$ cat src/hdl/twi_pkg.sv
// twi_pkg: shared constants, the transfer-curve ROM and its read function
// for the table waveshaper. No dependencies.
`timescale 1ns / 1ps

package twi_pkg;

    localparam int TABLE_ENTRIES_DEF = 100;
    localparam int TABLE_ENTRIES_MAX = 1024;
    localparam int SAMPLE_W          = 16;
    localparam int FRAC_W            = 16;

    // Curve ROM: signed, 16 fraction bits
    localparam int ROM_SIZE   = 100;
    localparam int ROM_IDX_W  = 7;
    localparam int ROM_ADDR_W = 10;
    localparam int CURVE_W    = 26;
    localparam int DIFF_W     = CURVE_W + 1;
    localparam int PROD_W     = FRAC_W + 1 + DIFF_W;
    localparam int ACC_W      = PROD_W + 1;

    // Output scaling: divide by 300 * 2^17, round half up
    localparam int                 DOWN_SHIFT = 17;
    localparam logic [ACC_W-1:0]   ROUND_HALF = ACC_W'(19660800);
    localparam int                 MM_W       = 25;
    localparam logic [MM_W-1:0]    DIV_BIAS   = MM_W'(9830400);  // 300 * 2^15
    localparam logic [23:0]        RECIP      = 24'd14316557;    // floor(2^32 / 300)
    localparam int                 RECIP_SH   = 32;
    localparam int                 Q0_W       = 17;
    localparam logic [8:0]         DIV_DEN    = 9'd300;
    localparam int                 BIAS_Q     = 32768;

    typedef logic signed [CURVE_W-1:0] t_curve;

    localparam t_curve CURVE_ROM [ROM_SIZE] = '{
        26'sd17096638, 26'sd17063055, 26'sd17018455, 26'sd16962846, 26'sd16916397,
        26'sd16864045, 26'sd16797141, 26'sd16731472, 26'sd16668559, 26'sd16585928,
        26'sd16491747, 26'sd16425005, 26'sd16342238, 26'sd16243445, 26'sd16110070,
        26'sd15935964, 26'sd15720928, 26'sd15555198, 26'sd15440248, 26'sd15319069,
        26'sd15192279, 26'sd15115470, 26'sd15048743, 26'sd14980879, 26'sd14911898,
        26'sd14841854, 26'sd14770772, 26'sd14698648, 26'sd14567028, 26'sd14415348,
        26'sd14257882, 26'sd14173950, 26'sd14089757, 26'sd14002583, 26'sd13912061,
        26'sd13818214, 26'sd13721603, 26'sd13623029, 26'sd13523192, 26'sd13422533,
        26'sd13321305, 26'sd13201259, 26'sd12934235, 26'sd12668757, 26'sd12401356,
        26'sd12132030, 26'sd11860952, 26'sd11588325, 26'sd11314166, 26'sd11090223,
        26'sd10890638, 26'sd10690452, 26'sd10441611, 26'sd10216083, 26'sd9998873,
        26'sd9781415,  26'sd9563914,  26'sd9346604,  26'sd9129812,  26'sd9002276,
        26'sd8894551,  26'sd8787202,  26'sd8680332,  26'sd8574027,  26'sd8468385,
        26'sd8337414,  26'sd8131150,  26'sd7929886,  26'sd7734932,  26'sd7547787,
        26'sd7369803,  26'sd7189950,  26'sd6959868,  26'sd6782401,  26'sd6691868,
        26'sd6606839,  26'sd6527313,  26'sd6428075,  26'sd6381040,  26'sd6336822,
        26'sd6295485,  26'sd6257074,  26'sd6221595,  26'sd6176185,  26'sd6120997,
        26'sd6056887,  26'sd6017628,  26'sd5984080,  26'sd5956243,  26'sd5876477,
        26'sd5804080,  26'sd5756941,  26'sd5721339,  26'sd5684220,  26'sd5654663,
        26'sd5631729,  26'sd5610648,  26'sd5592155,  26'sd5576249,  26'sd5574573
    };

    // Addresses past the ROM read the last entry
    function automatic t_curve curve_read(input logic [ROM_ADDR_W-1:0] addr);
        logic [ROM_IDX_W-1:0] a;
        a = (addr >= ROM_ADDR_W'(ROM_SIZE)) ? ROM_IDX_W'(ROM_SIZE - 1)
                                             : addr[ROM_IDX_W-1:0];
        return CURVE_ROM[a];
    endfunction

endpackage

$ cat src/hdl/twi_addr.sv
// twi_addr: stage 1, maps the sample to a curve position (entry index and
// 16-bit weight). Depends on twi_pkg.
`timescale 1ns / 1ps

module twi_addr
    import twi_pkg::*;
#(
    parameter int TABLE_ENTRIES = TABLE_ENTRIES_DEF,
    parameter int IDX_W         = $clog2(TABLE_ENTRIES)
) (
    input  logic                       i_clk,
    input  logic                       i_rst_n,
    input  logic                       i_valid,
    input  logic signed [SAMPLE_W-1:0] i_sample,
    output logic                       o_valid,
    output logic        [IDX_W-1:0]    o_idx,
    output logic        [FRAC_W-1:0]   o_frac
);

    localparam int                POS_W = FRAC_W + IDX_W;
    localparam logic [IDX_W-1:0]  SPAN  = IDX_W'(TABLE_ENTRIES - 1);

    logic [SAMPLE_W-1:0] u;
    logic [POS_W-1:0]    pos;
    logic                r_valid;
    logic [IDX_W-1:0]    r_idx;
    logic [FRAC_W-1:0]   r_frac;

    // offset binary: x + 1.0
    assign u   = {~i_sample[SAMPLE_W-1], i_sample[SAMPLE_W-2:0]};
    assign pos = POS_W'(u) * POS_W'(SPAN);

    always_ff @(posedge i_clk) begin
        if (!i_rst_n) begin
            r_valid <= 1'b0;
        end else begin
            r_valid <= i_valid;
        end
    end

    always_ff @(posedge i_clk) begin
        r_idx  <= pos[POS_W-1:FRAC_W];
        r_frac <= pos[FRAC_W-1:0];
    end

    assign o_valid = r_valid;
    assign o_idx   = r_idx;
    assign o_frac  = r_frac;

endmodule

$ cat src/hdl/twi_interp.sv
// twi_interp: stages 2 and 3, ROM read of both neighbours, then the
// weighted difference product. Depends on twi_pkg.
`timescale 1ns / 1ps

module twi_interp
    import twi_pkg::*;
#(
    parameter int TABLE_ENTRIES = TABLE_ENTRIES_DEF,
    parameter int IDX_W         = $clog2(TABLE_ENTRIES)
) (
    input  logic                     i_clk,
    input  logic                     i_rst_n,
    input  logic                     i_valid,
    input  logic        [IDX_W-1:0]  i_idx,
    input  logic        [FRAC_W-1:0] i_frac,
    output logic                     o_valid,
    output logic signed [DIFF_W-1:0] o_base,
    output logic signed [PROD_W-1:0] o_prod
);

    localparam logic [ROM_ADDR_W-1:0] MID_ADDR = ROM_ADDR_W'(TABLE_ENTRIES / 2);
    localparam t_curve                MID_VAL  = curve_read(MID_ADDR);

    t_curve                    lo;
    t_curve                    hi;
    logic                      r_valid2;
    logic signed [DIFF_W-1:0]  r_base2;
    logic signed [DIFF_W-1:0]  r_diff2;
    logic        [FRAC_W-1:0]  r_frac2;
    logic signed [FRAC_W:0]    wgt;
    logic                      r_valid3;
    logic signed [DIFF_W-1:0]  r_base3;
    logic signed [PROD_W-1:0]  r_prod3;

    assign lo  = curve_read(ROM_ADDR_W'(i_idx));
    assign hi  = curve_read(ROM_ADDR_W'(i_idx) + ROM_ADDR_W'(1));
    assign wgt = $signed({1'b0, r_frac2});

    always_ff @(posedge i_clk) begin
        if (!i_rst_n) begin
            r_valid2 <= 1'b0;
            r_valid3 <= 1'b0;
        end else begin
            r_valid2 <= i_valid;
            r_valid3 <= r_valid2;
        end
    end

    always_ff @(posedge i_clk) begin
        r_base2 <= DIFF_W'(lo) - DIFF_W'(MID_VAL);
        r_diff2 <= DIFF_W'(hi) - DIFF_W'(lo);
        r_frac2 <= i_frac;
        r_base3 <= r_base2;
        r_prod3 <= PROD_W'(wgt) * PROD_W'(r_diff2);
    end

    assign o_valid = r_valid3;
    assign o_base  = r_base3;
    assign o_prod  = r_prod3;

endmodule

$ cat src/hdl/twi_scale.sv
// twi_scale: stages 4 to 6, sum, rounding shift, divide by 300 through a
// reciprocal with one correction step, and saturation. Depends on twi_pkg.
`timescale 1ns / 1ps

module twi_scale
    import twi_pkg::*;
(
    input  logic                       i_clk,
    input  logic                       i_rst_n,
    input  logic                       i_valid,
    input  logic signed [DIFF_W-1:0]   i_base,
    input  logic signed [PROD_W-1:0]   i_prod,
    output logic                       o_valid,
    output logic signed [SAMPLE_W-1:0] o_sample
);

    localparam int               PR_W  = MM_W + 24;
    localparam int               REM_W = MM_W + 1;
    localparam int               Q_W   = Q0_W + 2;
    localparam logic signed [Q_W-1:0] SAT_HI = Q_W'(32767);
    localparam logic signed [Q_W-1:0] SAT_LO = -Q_W'(32768);

    logic signed [ACC_W-1:0]    acc;
    logic signed [ACC_W-1:0]    shifted;
    logic        [ACC_W-1:0]    biased;
    logic                       r_valid4;
    logic        [MM_W-1:0]     r_mm4;
    logic        [PR_W-1:0]     recip_prod;
    logic                       r_valid5;
    logic        [MM_W-1:0]     r_mm5;
    logic        [Q0_W-1:0]     r_q05;
    logic        [REM_W-1:0]    q0x;
    logic        [REM_W-1:0]    rem;
    logic signed [Q_W-1:0]      q;
    logic signed [SAMPLE_W-1:0] sat;
    logic                       r_valid6;
    logic signed [SAMPLE_W-1:0] r_out6;

    // stage 4: y - mid, + half, floor shift, bias to non-negative
    assign acc     = (ACC_W'(i_base) <<< FRAC_W) + ACC_W'(i_prod) + ROUND_HALF;
    assign shifted = acc >>> DOWN_SHIFT;
    assign biased  = shifted + ACC_W'(DIV_BIAS);

    // stage 5: quotient estimate, low by at most one
    assign recip_prod = PR_W'(r_mm4) * PR_W'(RECIP);

    // stage 6: correct, unbias, clamp
    assign q0x = REM_W'(r_q05) * REM_W'(DIV_DEN);
    assign rem = REM_W'(r_mm5) - q0x;
    assign q   = $signed(Q_W'(r_q05)) + $signed(Q_W'(rem >= REM_W'(DIV_DEN)))
               - Q_W'(BIAS_Q);

    always_comb begin
        if (q > SAT_HI) begin
            sat = SAMPLE_W'(SAT_HI);
        end else if (q < SAT_LO) begin
            sat = SAMPLE_W'(SAT_LO);
        end else begin
            sat = q[SAMPLE_W-1:0];
        end
    end

    always_ff @(posedge i_clk) begin
        if (!i_rst_n) begin
            r_valid4 <= 1'b0;
            r_valid5 <= 1'b0;
            r_valid6 <= 1'b0;
        end else begin
            r_valid4 <= i_valid;
            r_valid5 <= r_valid4;
            r_valid6 <= r_valid5;
        end
    end

    always_ff @(posedge i_clk) begin
        r_mm4  <= biased[MM_W-1:0];
        r_mm5  <= r_mm4;
        r_q05  <= recip_prod[RECIP_SH +: Q0_W];
        r_out6 <= sat;
    end

    assign o_valid  = r_valid6;
    assign o_sample = r_out6;

endmodule

$ cat src/hdl/table_waveshaper_interp_core.sv
// table_waveshaper_interp_core: top level of the table waveshaper.
// Depends on twi_pkg, twi_addr, twi_interp and twi_scale.
`timescale 1ns / 1ps

// Memoryless waveshaper over a fixed transfer curve. A transaction is taken
// on any rising edge with start high; busy is tied low, so a new sample may
// be issued every clock cycle with no gaps. Each sample's result appears on
// o_sample_out out of the last register stage, marked by a one-cycle o_valid
// strobe; the receiver cannot stall, and the pipeline never holds, so the
// result must be captured in that cycle. Throughput is one sample per clock,
// since every stage takes a new sample each cycle and nothing is iterated.
// The datapath has six register stages, in order: position multiply, ROM
// read, weight multiply, rounding sum, reciprocal multiply, and correction
// and saturation. Reset only clears the valid chain; there is no state.
module table_waveshaper_interp_core
    import twi_pkg::*;
#(
    parameter int TABLE_ENTRIES = TABLE_ENTRIES_DEF
) (
    input  logic                       i_clk,
    input  logic                       i_rst_n,
    input  logic                       start,
    output logic                       busy,
    input  logic signed [SAMPLE_W-1:0] i_sample_in,
    output logic                       o_valid,
    output logic signed [SAMPLE_W-1:0] o_sample_out
);

    // Index width for the lower entry; i + 1 always stays below TABLE_ENTRIES
    localparam int IDX_W = $clog2(TABLE_ENTRIES);

    logic                     s1_valid;
    logic [IDX_W-1:0]         s1_idx;
    logic [FRAC_W-1:0]        s1_frac;
    logic                     s3_valid;
    logic signed [DIFF_W-1:0] s3_base;
    logic signed [PROD_W-1:0] s3_prod;

    // Fully pipelined: never refuses a transaction
    assign busy = 1'b0;

    // Stage 1: position = (x + 1) / 2 * (entries - 1), Q16
    twi_addr #(
        .TABLE_ENTRIES (TABLE_ENTRIES),
        .IDX_W         (IDX_W)
    ) u_addr (
        .i_clk    (i_clk),
        .i_rst_n  (i_rst_n),
        .i_valid  (start),
        .i_sample (i_sample_in),
        .o_valid  (s1_valid),
        .o_idx    (s1_idx),
        .o_frac   (s1_frac)
    );

    // Stages 2-3: neighbour entries relative to the midpoint entry, and
    // weight * slope; a zero weight gives the lower entry alone
    twi_interp #(
        .TABLE_ENTRIES (TABLE_ENTRIES),
        .IDX_W         (IDX_W)
    ) u_interp (
        .i_clk   (i_clk),
        .i_rst_n (i_rst_n),
        .i_valid (s1_valid),
        .i_idx   (s1_idx),
        .i_frac  (s1_frac),
        .o_valid (s3_valid),
        .o_base  (s3_base),
        .o_prod  (s3_prod)
    );

    // Stages 4-6: /300 to Q1.15, round half up, saturate
    twi_scale u_scale (
        .i_clk    (i_clk),
        .i_rst_n  (i_rst_n),
        .i_valid  (s3_valid),
        .i_base   (s3_base),
        .i_prod   (s3_prod),
        .o_valid  (o_valid),
        .o_sample (o_sample_out)
    );

endmodule

$ cat config.mk
export PLATFORM = sky130hd
export DESIGN_NAME = table_waveshaper_interp_core
export DESIGN_NICKNAME = d
export VERILOG_FILES = /design/src/hdl/twi_pkg.sv /design/src/hdl/twi_addr.sv /design/src/hdl/twi_interp.sv /design/src/hdl/twi_scale.sv /design/src/hdl/table_waveshaper_interp_core.sv
export SDC_FILE = /design/constraint.sdc
export NUM_CORES = 2
export LEC_CHECK = 0
export ABC_AREA = 1
export ABC_CLOCK_PERIOD_IN_PS = 8200
export BUFFER_PORTS_ARGS = -buffer_cell sky130_fd_sc_hd__buf_4
export CORE_MARGIN = 10
export CORE_UTILIZATION = 40
export DETAILED_ROUTE_END_ITERATION = 16
export HOLD_SLACK_MARGIN = 0.12
export PLACE_DENSITY = 0.67
export SYNTH_ARGS = -nofsm -noshare
export SYNTH_HDL_FRONTEND = slang
export SYNTH_SLANG_ARGS = --single-unit
$ cat constraint.sdc
create_clock -name i_clk -period 8.2 [get_ports i_clk]
set_clock_uncertainty 0.1 [all_clocks]
set_input_delay 1.64 -clock i_clk [delete_from_list [all_inputs] [get_ports i_clk]]
set_output_delay 1.64 -clock i_clk [all_outputs]
set_load 0.005 [all_outputs]
==> metrics.cfg <==
[drt]
viasPerCell = 5.21
wl_per_cell_microns = 18.5
wl_microns = 142000
route.detailed.drc = 0
ant_nets = 0
drt_iter0_drc = 2976
via_count = 40100
first_pass_iters = 6

[floorplanning]
initial_core_util = 0.402
die_x_microns = 362
rows = 125
ios = 37
coreArea_sq_um = 116000
die_y_microns = 362
die-area_sq_um = 131000

[worst_setup_path]
rr_worst_depth = 47
cp-startpoint = u_scale.r_q05[6]$_DFF_P_
cp.depth = 47
startpoint_type = flip-flop
crit_top_cell = nand2_1
cp_max_fo = 8
arrival_ps = 8230
cp_slowest_cell = fa_1
endpoint_kind = flip-flop
critPathMaxStageDelay_ps = 530
crit_type = flip-flop to flip-flop
required_ps = 8610
critPathBufInv = 7
worst_r2r_startpoint = u_scale.r_q05[6]$_DFF_P_
crit_family = simple AND/OR/NAND/NOR gates

[final_layout]
syn_to_final_growth_pct = 8.40
fin_nets = 7484
drive_gt1_frac = 0.0637
fin_util = 0.436
antenna_cells = 0

[min_path]
min_from = u_addr.o_frac[12]$_DFF_P_
hp-class = flip-flop to flip-flop
min_path_cells = 0

[sta]
hold_viol = 0
fmax_ghz = 0.128
max_slew_margin = 0.240
setup_viol = 0
tightest_slew_ps = 1140
final_max_slew_viol_count = 0
finalCritPeriodShare = 0.954
min_period_ps = 7820

[grt]
grt_first_pass_wirelength_microns = 227000
overflow = 0
grt_max_degree = 50
grtUsageTotal = 0.215
antenna_found_initial = 2
grt_pass1_vias = 41500

[placement]
gp_congestion = 1.01
dp_hpwl_microns = 118000
numPortBuffers = 35

[logic_synthesis]
ys_ff_latch = 231
synth-seq-area-share = 0.0990
synth_edf_count = 0
syn_area_sq_um = 46700
synth_area_per_cell_sq_um = 7.64
syn_nets = 7447
synthArstFlopShare = 0
synth-main-ff-cell = dfxtp_1
yosysUniqueCellTypes = 62
synthCells = 6114
ys_warn_count = 0

[clocking]
cts_hold_buf = 0
cts.sinks = 231
root_buffer = clkbuf_16
cts_buffers = 28
clkSlewWorstSetupHoldPaths_ps = 60
clkLatencyLatePin_ps = 600
h-tree-depth = 1
cts_tree = built
clk_path_buf_depth = 3

[job]
drv_cap = 0

[outcome]
outcome = finished clean

[final cells by class]
cell class | count | area (sq um)
multi-input combinational | 4328 | 36500
timing repair buffer | 192 | 1460
sequential | 231 | 4630
inverter | 1370 | 5150
tap | 1524 | 1910
fill | 11900 | 65400
clock buffer | 38 | 798
clock inverter | 14 | 158
[per-layer routing]
metal	GRT usage	share of wire	vias up
met5	0	0	-
met4	0.0949	0.052	0
met3	0.0260	0.066	355
met2	0.367	0.47	1474
met1	0.272	0.41	19400
li1	-	-	18900
[sequential cells by signal (all words and copies together) (netlist names)]
register	flops
u_interp.o_valid	1
u_scale.o_valid	1
u_addr.o_idx	7
u_interp.r_diff2	27
u_interp.o_base	26
u_scale.r_mm4	25
u_interp.r_base2	26
u_scale.r_mm5	23
u_interp.r_valid2	1
u_interp.r_frac2	16
u_scale.r_q05	17
u_interp.o_prod	26
u_scale.r_valid4	1
u_addr.o_frac	16
u_scale.o_sample	16
u_scale.r_valid5	1
u_addr.o_valid	1
[final timing paths]
check                                        end  slack [ps]
setup reg to reg  u_scale.o_sample[1]$_SDFF_PN1_         380
setup / recovery  u_scale.o_sample[1]$_SDFF_PN1_         380
hold reg to reg     u_interp.r_frac2[12]$_DFF_P_         230
hold / removal      u_interp.r_frac2[12]$_DFF_P_         230
[cell usage in the layout, fill, tap and decap left out, types with 5 or more instances in the layout]
| master | n |
|---|---|
| a31oi_1 | 34 |
| nand2_1 | 1352 |
| a21oi_2 | 17 |
| ha_4 | 12 |
| inv_1 | 1343 |
| clkinv_2 | 5 |
| a21o_1 | 18 |
| nor2_1 | 263 |
| xor2_1 | 118 |
| o31ai_1 | 5 |
| clkbuf_8 | 6 |
| ha_1 | 608 |
| a21oi_1 | 291 |
| fa_1 | 688 |
| a211oi_1 | 5 |
| buf_4 | 189 |
| xnor2_1 | 63 |
| nand3_2 | 9 |
| nor3_1 | 28 |
| nor3_2 | 8 |
| nor2_2 | 14 |
| and3_1 | 6 |
| nand2_4 | 5 |
| or2_2 | 6 |
| inv_2 | 20 |
| o21a_1 | 8 |
| nand4_1 | 62 |
| nand2_2 | 20 |
| dfxtp_1 | 227 |
| o211ai_1 | 48 |
| clkbuf_16 | 28 |
| ha_2 | 5 |
| nand3_1 | 350 |
| o21ai_1 | 25 |
| nor4_1 | 11 |
| o21ai_0 | 172 |
| o21bai_1 | 19 |
[cell families after synthesis]
logic type | after synthesis | share of synthesized area
AO/OA/AOI/OAI | 677 | 0.0818
adder cells (fa/ha/maj) | 1314 | 0.463
other | 1 | 0.0000803
buffers and inverters | 1555 | 0.129
XOR/XNOR | 187 | 0.0354
flip-flops | 231 | 0.0990
AND/OR/NAND/NOR | 2149 | 0.192
[synthesized netlist by cell type (5+ instances only)]
| master | instances | share of area |
|---|---|---|
| a211oi_1 | 5 | 0.00080 |
| a21o_1 | 18 | 0.0029 |
| a21oi_1 | 305 | 0.033 |
| a31oi_1 | 36 | 0.0048 |
| and3_1 | 6 | 0.00080 |
| buf_1 | 9 | 0.00072 |
| buf_2 | 37 | 0.0040 |
| buf_4 | 17 | 0.0027 |
| buf_6 | 7 | 0.0017 |
| clkbuf_1 | 115 | 0.0092 |
| dfxtp_1 | 231 | 0.099 |
| fa_1 | 689 | 0.30 |
| ha_1 | 625 | 0.17 |
| inv_1 | 1348 | 0.11 |
| inv_2 | 16 | 0.0013 |
| nand2_1 | 1362 | 0.11 |
| nand2_2 | 11 | 0.0015 |
| nand3_1 | 355 | 0.038 |
| nand4_1 | 62 | 0.0083 |
| nor2_1 | 270 | 0.022 |
| nor2_2 | 8 | 0.0011 |
| nor3_1 | 34 | 0.0036 |
| nor4_1 | 12 | 0.0016 |
| o211ai_1 | 48 | 0.0077 |
| o21a_1 | 8 | 0.0013 |
| o21ai_0 | 180 | 0.019 |
| o21ai_1 | 19 | 0.0020 |
| o21bai_1 | 19 | 0.0031 |
| o31ai_1 | 6 | 0.00096 |
| or2_2 | 6 | 0.00080 |
| xnor2_1 | 64 | 0.012 |
| xor2_1 | 121 | 0.023 |
[stage by stage]
stage	TNS [ps]	instance area [sq um]	instances	worst slack, ps	hold WS [ps]
after detailed placement	-580	49100	7638	-77.0	212
final	0	50600	7697	381	226
after global placement	-942	49100	7638	-94.8	211
after global routing	-890	50600	7697	-105	229
after floorplan	0	46700	6114	486	210
after CTS	0	50100	7691	2.04	226
[repair_timing]
action                                  4_1_cts  5_1_grt
gates resized for setup                       7       95
endpoints found under the setup margin       13       16
buffers inserted                              1        6
pin swaps                                     4       40
Power is left out: the tool's default activity adds up to more than one toggle a clock period on the data nets, which glitch-free logic cannot reach.
